### src/hdl/rotation_column_timing_unit_defines.svh
// ----------------------------------------------------------------------------
// Assertion macros for the rotation column timing unit
// Concurrent assertion wrappers clocked on clk_i; only RCT_ASSERT obeys rst_ni.
// ----------------------------------------------------------------------------
`ifndef ROTATION_COLUMN_TIMING_UNIT_DEFINES_SVH
`define ROTATION_COLUMN_TIMING_UNIT_DEFINES_SVH

// Checked only while out of reset.
`define RCT_ASSERT(lbl, prop) \
  lbl: assert property (@(posedge clk_i) disable iff (!rst_ni) (prop)) \
    else $error("rotation column timing assertion failed");

// Checked at every edge, reset included.
`define RCT_ASSERT_ALWAYS(lbl, prop) \
  lbl: assert property (@(posedge clk_i) (prop)) \
    else $error("rotation column timing invariant failed");

`endif

### src/hdl/rct_pkg.sv
// ----------------------------------------------------------------------------
// Rotation column timing package
// Shared widths, reset constants, register indexes, state codes and types.
// ----------------------------------------------------------------------------
`default_nettype none

package rct_pkg;

  localparam int unsigned NowW    = 48;
  localparam int unsigned DurW    = 48;
  localparam int unsigned ColOutW = 8;
  localparam int unsigned CfgW    = 24;
  localparam int unsigned CfgIdxW = 2;

  localparam logic [CfgW-1:0] MinTurnRst = 24'd10000;
  localparam logic [CfgW-1:0] FastIntRst = 24'd20000;
  localparam logic [CfgW-1:0] SlowIntRst = 24'd500000;

  // Reset turn period is this many time units per column.
  localparam int unsigned PeriodPerColumn = 355;

  typedef enum logic [CfgIdxW-1:0] {
    CFG_MIN_TURN = 2'd0,
    CFG_FAST_INT = 2'd1,
    CFG_SLOW_INT = 2'd2
  } cfg_idx_e;

  typedef enum logic [2:0] {
    S_IDLE   = 3'b001,
    S_COLUMN = 3'b010,
    S_EMIT   = 3'b100
  } ctl_state_e;

  typedef enum logic [4:0] {
    E_IDLE = 5'b00001,
    E_MOD  = 5'b00010,
    E_DBL  = 5'b00100,
    E_ADD  = 5'b01000,
    E_DONE = 5'b10000
  } eng_state_e;

  typedef struct packed {
    logic               column_changed;
    logic [ColOutW-1:0] column;
    logic [ColOutW-1:0] opposite_column;
    logic               turn_accepted;
    logic [DurW-1:0]    edge_interval;
    logic               fast_event_due;
    logic               slow_event_due;
  } result_t;

endpackage

`default_nettype wire

### src/hdl/rct_req_if.sv
// ----------------------------------------------------------------------------
// Request channel
// Valid/ready channel carrying one timing request: operation and timestamp.
// ----------------------------------------------------------------------------
`default_nettype none

interface rct_req_if;
  logic                     valid;
  logic                     ready;
  logic                     operation;
  logic [rct_pkg::NowW-1:0] now_time;

  modport source (output valid, output operation, output now_time, input ready);
  modport sink   (input valid, input operation, input now_time, output ready);
endinterface

`default_nettype wire

### src/hdl/rct_res_if.sv
// ----------------------------------------------------------------------------
// Result channel
// Valid/ready channel carrying one column and timing result per request.
// ----------------------------------------------------------------------------
`default_nettype none

interface rct_res_if;
  logic                        valid;
  logic                        ready;
  logic                        column_changed;
  logic [rct_pkg::ColOutW-1:0] column;
  logic [rct_pkg::ColOutW-1:0] opposite_column;
  logic                        turn_accepted;
  logic [rct_pkg::DurW-1:0]    edge_interval;
  logic                        fast_event_due;
  logic                        slow_event_due;

  modport source (
    output valid, output column_changed, output column, output opposite_column,
    output turn_accepted, output edge_interval, output fast_event_due,
    output slow_event_due, input ready
  );
  modport sink (
    input valid, input column_changed, input column, input opposite_column,
    input turn_accepted, input edge_interval, input fast_event_due,
    input slow_event_due, output ready
  );
endinterface

`default_nettype wire

### src/hdl/rct_addmod.sv
// ----------------------------------------------------------------------------
// Modular adder
// Computes (a + b + cin) mod p for a, b below p, with a wrap flag.
// ----------------------------------------------------------------------------
`default_nettype none

module rct_addmod #(
  parameter int unsigned W = 48
) (
  input  wire logic [W-1:0] a_i,
  input  wire logic [W-1:0] b_i,
  input  wire logic         cin_i,
  input  wire logic [W-1:0] p_i,
  output logic      [W-1:0] s_o,
  output logic              carry_o
);

  logic [W:0] sum;
  logic [W:0] diff;

  assign sum     = {1'b0, a_i} + {1'b0, b_i} + {{W{1'b0}}, cin_i};
  assign diff    = sum - {1'b0, p_i};
  assign carry_o = (sum >= {1'b0, p_i});
  assign s_o     = carry_o ? diff[W-1:0] : sum[W-1:0];

endmodule

`default_nettype wire

### src/hdl/rct_column_engine.sv
// ----------------------------------------------------------------------------
// Column engine
// Sequencer around one modular adder: reduces the elapsed time modulo the
// period bit by bit, then forms floor(r * NUM_COLUMNS / period) by doubling
// and adding over the bits of the column count.
// ----------------------------------------------------------------------------
`default_nettype none

module rct_column_engine #(
  parameter int unsigned TIME_BITS   = 48,
  parameter int unsigned NUM_COLUMNS = 256,
  localparam int unsigned ColW       = $clog2(NUM_COLUMNS)
) (
  input  wire logic                 clk_i,
  input  wire logic                 rst_ni,
  input  wire logic                 start_i,
  input  wire logic [TIME_BITS-1:0] elapsed_i,
  input  wire logic [TIME_BITS-1:0] period_i,
  output logic                      done_o,
  output logic      [ColW-1:0]      column_o
);

  localparam int unsigned NBits = $clog2(NUM_COLUMNS + 1);
  localparam int unsigned BiW   = $clog2(NBits);
  localparam int unsigned CntW  = $clog2(TIME_BITS);
  localparam logic [NBits-1:0] NVec   = NBits'(NUM_COLUMNS);
  localparam logic [BiW-1:0]   BiTop  = BiW'(NBits - 1);
  localparam logic [CntW-1:0]  CntTop = CntW'(TIME_BITS - 1);

  rct_pkg::eng_state_e st_q, st_d;

  logic [TIME_BITS-1:0] sh_q;
  logic [TIME_BITS-1:0] rem_q;
  logic [TIME_BITS-1:0] r_q;
  logic [ColW-1:0]      quo_q;
  logic [CntW-1:0]      cnt_q;
  logic [BiW-1:0]       bi_q;

  logic [TIME_BITS-1:0] add_a;
  logic [TIME_BITS-1:0] add_b;
  logic                 add_cin;
  logic [TIME_BITS-1:0] add_s;
  logic                 add_c;

  // During the reduction the next elapsed bit enters as the carry-in.
  always_comb begin
    add_a   = rem_q;
    add_b   = rem_q;
    add_cin = 1'b0;
    case (st_q)
      rct_pkg::E_MOD: begin
        add_cin = sh_q[TIME_BITS-1];
      end
      rct_pkg::E_ADD: begin
        add_b = r_q;
      end
      default: begin
        add_cin = 1'b0;
      end
    endcase
  end

  rct_addmod #(
    .W(TIME_BITS)
  ) u_addmod (
    .a_i    (add_a),
    .b_i    (add_b),
    .cin_i  (add_cin),
    .p_i    (period_i),
    .s_o    (add_s),
    .carry_o(add_c)
  );

  always_comb begin
    st_d = st_q;
    case (st_q)
      rct_pkg::E_IDLE: begin
        if (start_i) begin
          st_d = (period_i == '0) ? rct_pkg::E_DONE : rct_pkg::E_MOD;
        end
      end
      rct_pkg::E_MOD: begin
        if (cnt_q == '0) begin
          st_d = rct_pkg::E_DBL;
        end
      end
      rct_pkg::E_DBL: begin
        if (NVec[bi_q]) begin
          st_d = rct_pkg::E_ADD;
        end else if (bi_q == '0) begin
          st_d = rct_pkg::E_DONE;
        end
      end
      rct_pkg::E_ADD: begin
        st_d = (bi_q == '0) ? rct_pkg::E_DONE : rct_pkg::E_DBL;
      end
      rct_pkg::E_DONE: begin
        st_d = rct_pkg::E_IDLE;
      end
      default: begin
        st_d = rct_pkg::E_IDLE;
      end
    endcase
  end

  always_ff @(posedge clk_i or negedge rst_ni) begin
    if (!rst_ni) begin
      st_q <= rct_pkg::E_IDLE;
    end else begin
      st_q <= st_d;
    end
  end

  // The column stays in quo_q after a run until the next start, since the
  // result may wait for a stalled receiver.
  always_ff @(posedge clk_i) begin
    case (st_q)
      rct_pkg::E_IDLE: begin
        if (start_i) begin
          sh_q  <= elapsed_i;
          rem_q <= '0;
          quo_q <= '0;
          cnt_q <= CntTop;
          bi_q  <= BiTop;
        end
      end
      rct_pkg::E_MOD: begin
        sh_q  <= {sh_q[TIME_BITS-2:0], 1'b0};
        cnt_q <= cnt_q - 1'b1;
        rem_q <= add_s;
        if (cnt_q == '0) begin
          r_q   <= add_s;
          rem_q <= '0;
        end
      end
      rct_pkg::E_DBL: begin
        rem_q <= add_s;
        quo_q <= {quo_q[ColW-2:0], add_c};
        if (!NVec[bi_q] && bi_q != '0) begin
          bi_q <= bi_q - 1'b1;
        end
      end
      rct_pkg::E_ADD: begin
        rem_q <= add_s;
        quo_q <= quo_q + ColW'(add_c);
        if (bi_q != '0) begin
          bi_q <= bi_q - 1'b1;
        end
      end
      default: begin
        rem_q <= rem_q;
      end
    endcase
  end

  assign done_o   = (st_q == rct_pkg::E_DONE);
  assign column_o = quo_q;

endmodule

`default_nettype wire

### src/hdl/rotation_column_timing_unit.sv
// ----------------------------------------------------------------------------
// Rotation column timing unit
// Tracks the rotor angle from hall edges and timestamped time samples.
// ----------------------------------------------------------------------------
// Usage:
//   Requests arrive on in_i (valid/ready): operation 1 is a hall edge,
//   operation 0 is a time sample; now_time is the timestamp. Each request
//   yields exactly one result on out_o (valid/ready).
//   A hall edge goes straight to the emit state. A time sample first runs
//   the column engine, which does one modular add per cycle: TIME_BITS
//   steps to reduce the elapsed time modulo the period, then one doubling
//   per bit of the column count and one add per set bit.
//   The unit takes one request at a time. A finished result sits in the
//   output register, and in_i is ready again while it waits; a following
//   result is held internally until the receiver takes the previous one.
//   Configuration registers are written through cfg_we_i, cfg_idx_i and
//   cfg_data_i; the user is to write them only while the unit is idle,
//   which the unit itself does not enforce. Unknown indexes are ignored.
//   Reset clears the turn state to a period of 355 * NUM_COLUMNS and loads
//   the default minimum turn time and deadline intervals.
// ----------------------------------------------------------------------------
`default_nettype none

`include "rotation_column_timing_unit_defines.svh"

module rotation_column_timing_unit #(
  parameter int unsigned NUM_COLUMNS = 256,
  parameter int unsigned TIME_BITS   = 48
) (
  input  wire logic                         clk_i,
  input  wire logic                         rst_ni,
  rct_req_if.sink                           in_i,
  rct_res_if.source                         out_o,
  input  wire logic                         cfg_we_i,
  input  wire logic [rct_pkg::CfgIdxW-1:0]  cfg_idx_i,
  input  wire logic [rct_pkg::CfgW-1:0]     cfg_data_i
);

  localparam int unsigned ColW = $clog2(NUM_COLUMNS);
  localparam logic [TIME_BITS-1:0] PeriodRst =
    TIME_BITS'(rct_pkg::PeriodPerColumn * NUM_COLUMNS);
  localparam logic [ColW:0] HalfCols = (ColW + 1)'(NUM_COLUMNS / 2);
  localparam logic [ColW:0] NumCols  = (ColW + 1)'(NUM_COLUMNS);

  rct_pkg::ctl_state_e state_q, state_d;

  logic [rct_pkg::CfgW-1:0] min_turn_q;
  logic [rct_pkg::CfgW-1:0] fast_int_q;
  logic [rct_pkg::CfgW-1:0] slow_int_q;

  logic [TIME_BITS-1:0] last_turn_q;
  logic [TIME_BITS-1:0] period_q;
  logic [ColW-1:0]      prev_col_q;
  logic [TIME_BITS-1:0] last_fast_q;
  logic [TIME_BITS-1:0] last_slow_q;

  logic                 op_q;
  logic [TIME_BITS-1:0] now_q;
  logic                 start_q;

  logic                 out_valid_q;
  rct_pkg::result_t     res_q, res_d;

  logic                 in_accept;
  logic                 emit_go;
  logic                 eng_done;
  logic [ColW-1:0]      eng_col;
  logic [TIME_BITS-1:0] elapsed;

  logic [TIME_BITS-1:0] dur;
  logic [TIME_BITS-1:0] fast_gap;
  logic [TIME_BITS-1:0] slow_gap;
  logic                 turn_ok;
  logic                 fast_hit;
  logic                 slow_hit;
  logic [ColW-1:0]      col_sel;
  logic [ColW:0]        opp_sum;
  logic [ColW:0]        opp_col;

  assign in_i.ready = (state_q == rct_pkg::S_IDLE);
  assign in_accept  = in_i.valid && in_i.ready;
  assign emit_go    = (state_q == rct_pkg::S_EMIT) && (!out_valid_q || out_o.ready);
  assign elapsed    = now_q - last_turn_q;

  rct_column_engine #(
    .TIME_BITS  (TIME_BITS),
    .NUM_COLUMNS(NUM_COLUMNS)
  ) u_engine (
    .clk_i    (clk_i),
    .rst_ni   (rst_ni),
    .start_i  (start_q),
    .elapsed_i(elapsed),
    .period_i (period_q),
    .done_o   (eng_done),
    .column_o (eng_col)
  );

  always_comb begin
    state_d = state_q;
    case (state_q)
      rct_pkg::S_IDLE: begin
        if (in_accept) begin
          state_d = in_i.operation ? rct_pkg::S_EMIT : rct_pkg::S_COLUMN;
        end
      end
      rct_pkg::S_COLUMN: begin
        if (eng_done) begin
          state_d = rct_pkg::S_EMIT;
        end
      end
      rct_pkg::S_EMIT: begin
        if (emit_go) begin
          state_d = rct_pkg::S_IDLE;
        end
      end
      default: begin
        state_d = rct_pkg::S_IDLE;
      end
    endcase
  end

  // Result of the held request; state is committed when it is emitted.
  always_comb begin
    dur      = now_q - last_turn_q;
    fast_gap = now_q - last_fast_q;
    slow_gap = now_q - last_slow_q;
    turn_ok  = dur > TIME_BITS'(min_turn_q);
    fast_hit = fast_gap > TIME_BITS'(fast_int_q);
    slow_hit = slow_gap > TIME_BITS'(slow_int_q);
    col_sel  = op_q ? prev_col_q : eng_col;
    opp_sum  = {1'b0, col_sel} + HalfCols;
    opp_col  = (opp_sum >= NumCols) ? (opp_sum - NumCols) : opp_sum;

    res_d.column_changed  = !op_q && (eng_col != prev_col_q);
    res_d.column          = rct_pkg::ColOutW'(col_sel);
    res_d.opposite_column = rct_pkg::ColOutW'(opp_col);
    res_d.turn_accepted   = op_q && turn_ok;
    res_d.edge_interval   = op_q ? rct_pkg::DurW'(dur) : '0;
    res_d.fast_event_due  = !op_q && fast_hit;
    res_d.slow_event_due  = !op_q && slow_hit;
  end

  always_ff @(posedge clk_i or negedge rst_ni) begin
    if (!rst_ni) begin
      state_q     <= rct_pkg::S_IDLE;
      start_q     <= 1'b0;
      out_valid_q <= 1'b0;
      min_turn_q  <= rct_pkg::MinTurnRst;
      fast_int_q  <= rct_pkg::FastIntRst;
      slow_int_q  <= rct_pkg::SlowIntRst;
      last_turn_q <= '0;
      period_q    <= PeriodRst;
      prev_col_q  <= '0;
      last_fast_q <= '0;
      last_slow_q <= '0;
    end else begin
      state_q <= state_d;
      start_q <= in_accept && !in_i.operation;

      if (emit_go) begin
        out_valid_q <= 1'b1;
      end else if (out_o.ready) begin
        out_valid_q <= 1'b0;
      end

      if (cfg_we_i) begin
        case (cfg_idx_i)
          rct_pkg::CFG_MIN_TURN: min_turn_q <= cfg_data_i;
          rct_pkg::CFG_FAST_INT: fast_int_q <= cfg_data_i;
          rct_pkg::CFG_SLOW_INT: slow_int_q <= cfg_data_i;
          default: begin
            min_turn_q <= min_turn_q;
          end
        endcase
      end

      if (emit_go) begin
        if (op_q) begin
          if (turn_ok) begin
            period_q    <= dur;
            last_turn_q <= now_q;
          end
        end else begin
          prev_col_q <= eng_col;
          if (fast_hit) begin
            last_fast_q <= now_q;
          end
          if (slow_hit) begin
            last_slow_q <= now_q;
          end
        end
      end
    end
  end

  always_ff @(posedge clk_i) begin
    if (in_accept) begin
      op_q  <= in_i.operation;
      now_q <= TIME_BITS'(in_i.now_time);
    end
    if (emit_go) begin
      res_q <= res_d;
    end
  end

  assign out_o.valid           = out_valid_q;
  assign out_o.column_changed  = res_q.column_changed;
  assign out_o.column          = res_q.column;
  assign out_o.opposite_column = res_q.opposite_column;
  assign out_o.turn_accepted   = res_q.turn_accepted;
  assign out_o.edge_interval   = res_q.edge_interval;
  assign out_o.fast_event_due  = res_q.fast_event_due;
  assign out_o.slow_event_due  = res_q.slow_event_due;

  // The engine only finishes while a time sample is waiting for it.
  `RCT_ASSERT(eng_done_in_column, eng_done |-> state_q == rct_pkg::S_COLUMN)
  // An engine run starts in the cycle after a time sample is taken.
  `RCT_ASSERT(start_follows_sample, start_q |-> state_q == rct_pkg::S_COLUMN && !op_q)
  // Accepted periods exceed the minimum, so the period never reaches zero.
  `RCT_ASSERT(period_nonzero, period_q != '0)
  // The stored column always lies inside the ring of columns.
  `RCT_ASSERT(prev_col_in_range, 32'(prev_col_q) < NUM_COLUMNS)

endmodule

`default_nettype wire

### src/flat_wrapper.sv
// flat-port wrapper written by rule: the top's interface ports become plain ports
module rotation_column_timing_unit_flat 
#(
  parameter int unsigned NUM_COLUMNS = 256,
  parameter int unsigned TIME_BITS   = 48
)
  (clk_i, rst_ni, cfg_we_i, cfg_idx_i, cfg_data_i, in_i_valid, in_i_operation, in_i_now_time, in_i_ready, out_o_valid, out_o_column_changed, out_o_column, out_o_opposite_column, out_o_turn_accepted, out_o_edge_interval, out_o_fast_event_due, out_o_slow_event_due, out_o_ready);
  rct_req_if in_i_i ();
  rct_res_if out_o_i ();
  input  wire logic clk_i;
  input  wire logic rst_ni;
  input  wire logic cfg_we_i;
  input  wire logic [rct_pkg::CfgIdxW-1:0] cfg_idx_i;
  input  wire logic [rct_pkg::CfgW-1:0] cfg_data_i;
  input wire logic [$bits(in_i_i.valid)-1:0] in_i_valid;
  input wire logic [$bits(in_i_i.operation)-1:0] in_i_operation;
  input wire logic [$bits(in_i_i.now_time)-1:0] in_i_now_time;
  output wire logic [$bits(in_i_i.ready)-1:0] in_i_ready;
  output wire logic [$bits(out_o_i.valid)-1:0] out_o_valid;
  output wire logic [$bits(out_o_i.column_changed)-1:0] out_o_column_changed;
  output wire logic [$bits(out_o_i.column)-1:0] out_o_column;
  output wire logic [$bits(out_o_i.opposite_column)-1:0] out_o_opposite_column;
  output wire logic [$bits(out_o_i.turn_accepted)-1:0] out_o_turn_accepted;
  output wire logic [$bits(out_o_i.edge_interval)-1:0] out_o_edge_interval;
  output wire logic [$bits(out_o_i.fast_event_due)-1:0] out_o_fast_event_due;
  output wire logic [$bits(out_o_i.slow_event_due)-1:0] out_o_slow_event_due;
  input wire logic [$bits(out_o_i.ready)-1:0] out_o_ready;
  assign in_i_i.valid = in_i_valid;
  assign in_i_i.operation = in_i_operation;
  assign in_i_i.now_time = in_i_now_time;
  assign in_i_ready = in_i_i.ready;
  assign out_o_valid = out_o_i.valid;
  assign out_o_column_changed = out_o_i.column_changed;
  assign out_o_column = out_o_i.column;
  assign out_o_opposite_column = out_o_i.opposite_column;
  assign out_o_turn_accepted = out_o_i.turn_accepted;
  assign out_o_edge_interval = out_o_i.edge_interval;
  assign out_o_fast_event_due = out_o_i.fast_event_due;
  assign out_o_slow_event_due = out_o_i.slow_event_due;
  assign out_o_i.ready = out_o_ready;
  rotation_column_timing_unit #(.NUM_COLUMNS(NUM_COLUMNS), .TIME_BITS(TIME_BITS)) u_core (.clk_i(clk_i), .rst_ni(rst_ni), .in_i(in_i_i), .out_o(out_o_i), .cfg_we_i(cfg_we_i), .cfg_idx_i(cfg_idx_i), .cfg_data_i(cfg_data_i));
endmodule
### config.mk
export PLATFORM = sky130hd
export DESIGN_NAME = rotation_column_timing_unit_flat
export DESIGN_NICKNAME = d
export VERILOG_FILES = /design/src/hdl/rct_pkg.sv /design/src/hdl/rct_req_if.sv /design/src/hdl/rct_res_if.sv /design/src/hdl/rct_addmod.sv /design/src/hdl/rct_column_engine.sv /design/src/hdl/rotation_column_timing_unit.sv /design/src/flat_wrapper.sv
export VERILOG_INCLUDE_DIRS = /design/src /design/src/hdl
export SDC_FILE = /design/constraint.sdc
export NUM_CORES = 1
export LEC_CHECK = 0
export BUFFER_PORTS_ARGS = -buffer_cell sky130_fd_sc_hd__buf_4
export CAP_MARGIN = 20
export CORE_ASPECT_RATIO = 0.8
export CORE_UTILIZATION = 65
export CTS_CLUSTER_DIAMETER = 60
export CTS_CLUSTER_SIZE = 12
export DETAILED_ROUTE_END_ITERATION = 8
export HOLD_SLACK_MARGIN = 0.08
export PLACE_DENSITY = 0.83
export SYNTH_ARGS = -nofsm -noshare
export SYNTH_HDL_FRONTEND = slang
export SYNTH_SLANG_ARGS = --single-unit
### constraint.sdc
create_clock -name clk_i -period 12.6 [get_ports clk_i]
set_clock_uncertainty 0.1 [all_clocks]
set_input_delay 2.52 -clock clk_i [delete_from_list [all_inputs] [get_ports clk_i]]
set_output_delay 2.52 -clock clk_i [all_outputs]
set_load 0.03 [all_outputs]
==> metrics.txt <==
critical path's largest stage delay 0.43 ns; number of buffer cells added on primary ports 149; Routed Antenna Nets 0; Detailed Route WL 99,800 µm; global-route wire length before repair 158,000 µm; clock insertion delay at the later pin of the skew report 0.65 ns; ratio of routed vias to standard cells 6.30; post-CTS clock slew at the launch and capture registers of the worst setup and hold paths 0.07 ns; CTS hold repair buffers 0; Fin Setup TNS 0 ns; Placer Congestion 1.02; pins over their slew limit 0; data arrival time of the worst path 9.27 ns; cts bufs inserted 55; post-synth net total 4,449; Hold Vio Cnt, Final 0; post-detailed-route DRC marker count 0; area enclosed by the die boundary 59,800 µm²; RSZ-0062 raised after global routing no; count of synthesis-stage warnings from yosys 0; Worst Hold Margin 0.400 ns; number of buffers inserted to repair setup after CTS 0; starting density of the core 65.7%; share of final-layout standard cells stronger than drive strength 1 13.9%; number of H-tree branching levels 2; main flop type after synthesis sky130_fd_sc_hd__edfxtp_1; WL per Instance 20.3 µm; critical path launch point type flip-flop; final critical path time including I/O delays and setup 9.01 ns; category of the critical setup timing path reg -> reg; clock tree from TritonCTS done; routed length on met1 44,800 µm; count of unique library cells instantiated by Yosys 89; share of synthesized area occupied by flip-flops and latches 40.0%; synthesized area 38,200 µm²; area of the core 58,100 µm²; Die Y 219 µm; pin count of the biggest net entering global routing 82; antenna violations before repair 0; half-perimeter wire length after detailed placement 74,900 µm; Tightest Hold Check Type reg -> reg; Fmax achieved 111 MHz; element type at the critical path end flip-flop; number of top-level pins 150; buffer type at the clock tree root sky130_fd_sc_hd__clkbuf_16; final-stage net count 4,514; vias after detailed routing 31,000; final setup violating endpoints 0; fraction of registers with async set or reset after synthesis 50.8%; global-route usage over all layers 33.5%; DRT iter0 DRCs 3,450; gr ovfl total 0; total iterations of the first detailed-routing run 8; transition at the pin with the smallest max-transition slack 1.02 ns; slew margin rel. 31.5%; met2 WL 42,400 µm; Routed met3 length 10,000 µm; die span in x 273 µm; post-cts repair resize count 0; FF+latch count, synth 555; via count of the first global-routing pass 28,900; Syn-to-layout area delta 8.64%; average size of a mapped cell 9.43 µm²; status finished clean; Clock Tree Buf Depth 3; Period Utilization, post-route 71.5%; number of violations of the max-capacitance limit 0; peak fanout along the critical path 56; Required @ worst endpoint 12.86 ns; number of standard cells after synthesis 4,050; Crit-path slowest cell sky130_fd_sc_hd__fa_1; highest layer used for signal routing met4; count of clock tree sinks 555; number of synthesized flops with an enable pin 272; number of rows in the core area 79
[per-stage QoR]
step	worst slack [ns]	std cells	utilization, %	area (µm²)
2_1_floorplan	4.83	4050	-	38200
3_3_place_gp	3.95	4824	68.5	39800
3_5_place_dp	3.75	4825	68.5	39800
4_1_cts	3.71	4925	71.4	41500
5_1_grt	2.93	4927	71.4	41500
6_report	3.59	4928	71.4	41500
[final cells by class]
| class | instances | area, µm² |
|---|---|---|
| fillers | 4424 | 16600 |
| clock buffers | 89 | 1520 |
| flip-flops and latches | 555 | 15300 |
| well taps | 769 | 962 |
| clock inverters | 11 | 130 |
| inverters | 323 | 1210 |
| diodes | 1 | 2.50 |
| multi-input cells | 3005 | 21100 |
| repair buffers | 175 | 1340 |
[layer usage]
layer  global-route usage (%)  vias to the layer above
met3                     6.46                      174
li1                         -                    14600
met1                     49.8                    14800
met5                        0                        -
met4                     9.05                        0
met2                     49.8                     1430
[layout by cell type (no fill, tap or decap), types with 130 or more instances in the layout]
cell type,count
sky130_fd_sc_hd__dfrtp_1,258
sky130_fd_sc_hd__mux2_2,251
sky130_fd_sc_hd__nor2_1,207
sky130_fd_sc_hd__inv_1,320
sky130_fd_sc_hd__a21oi_1,287
sky130_fd_sc_hd__nand2_1,534
sky130_fd_sc_hd__edfxtp_1,272
sky130_fd_sc_hd__o21ai_0,225
sky130_fd_sc_hd__ha_1,313
sky130_fd_sc_hd__buf_4,171
sky130_fd_sc_hd__xnor2_1,130
[final timing paths]
path,startpoint,endpoint,slack (ns),cells after the start
max in group asynchronous,rst_ni,u_core.prev_col_q[7],8.42,3
min in group asynchronous,rst_ni,u_core.last_slow_q[42],1.74,1
worst min register to register,u_core.u_engine.sh_q[31],u_core.u_engine.sh_q[32],0.40,2
worst max register to register,u_core.u_engine.st_q[1],u_core.u_engine.column_o[4],3.59,33
worst max-delay path,u_core.u_engine.st_q[1],u_core.u_engine.column_o[4],3.59,33
worst min-delay path,u_core.u_engine.sh_q[31],u_core.u_engine.sh_q[32],0.40,2
[registers in the layout, summed over array words and instances (netlist names), 3 cells and up, named ones only]
name / flops
u_core.last_turn_q: 48
u_core.u_engine.add_a: 48
u_core.min_turn_q: 24
u_core.last_slow_q: 48
u_core.slow_int_q: 24
u_core.u_engine.r_q: 48
u_core.period_q: 48
u_core.last_fast_q: 48
u_core.u_engine.column_o: 8
u_core.u_engine.cnt_q: 6
u_core.now_q: 48
u_core.u_engine.sh_q: 48
u_core.u_engine.st_q: 5
u_core.fast_int_q: 24
u_core.prev_col_q: 8
u_core.out_o.opposite_column: 8
u_core.state_q: 3
u_core.out_o.edge_interval: 48
u_core.u_engine.bi_q: 4
[worst max-delay path: cells and delay by family (launching register included)]
kind / cells / cell delay [ns]
buf+inv: 3 / 0.89
flops: 1 / 0.42
simple gates: 9 / 1.70
compound gates: 14 / 3.45
fa+ha+maj: 5 / 1.79
xor+xnor: 2 / 0.34
[cells in the mapped netlist, types with 26 or more instances]
library cell	instances	area, µm²
sky130_fd_sc_hd__a211oi_1	28	210
sky130_fd_sc_hd__a21o_1	116	871
sky130_fd_sc_hd__a21oi_1	287	1440
sky130_fd_sc_hd__a31oi_1	27	169
sky130_fd_sc_hd__and2_1	111	694
sky130_fd_sc_hd__clkbuf_1	139	522
sky130_fd_sc_hd__dfrtp_1	258	6460
sky130_fd_sc_hd__edfxtp_1	272	8170
sky130_fd_sc_hd__ha_1	313	3920
sky130_fd_sc_hd__inv_1	323	1210
sky130_fd_sc_hd__mux2_2	251	2830
sky130_fd_sc_hd__nand2_1	535	2010
sky130_fd_sc_hd__nand3_1	73	365
sky130_fd_sc_hd__nand4_1	69	432
sky130_fd_sc_hd__nor2_1	209	785
sky130_fd_sc_hd__nor3_1	58	290
sky130_fd_sc_hd__nor4_1	35	219
sky130_fd_sc_hd__o21a_1	51	383
sky130_fd_sc_hd__o21ai_0	225	1130
sky130_fd_sc_hd__o21bai_1	26	195
sky130_fd_sc_hd__xnor2_1	130	1140
sky130_fd_sc_hd__xor2_1	82	718
[cell families (layout without fill, tap and decap cells)]
group	after synthesis	count (layout)	synth area share, %
mux	282	282	8.47
fa+ha+maj	319	319	10.6
xor+xnor	212	212	4.86
buf+inv	490	598	5.06
other cells	0	1	0
flops	555	555	40.0
simple gates	1242	1242	15.3
compound gates	950	950	15.7
Power is left out: the tool's default activity adds up to more than one toggle a clock period on the data nets, which glitch-free logic cannot reach.
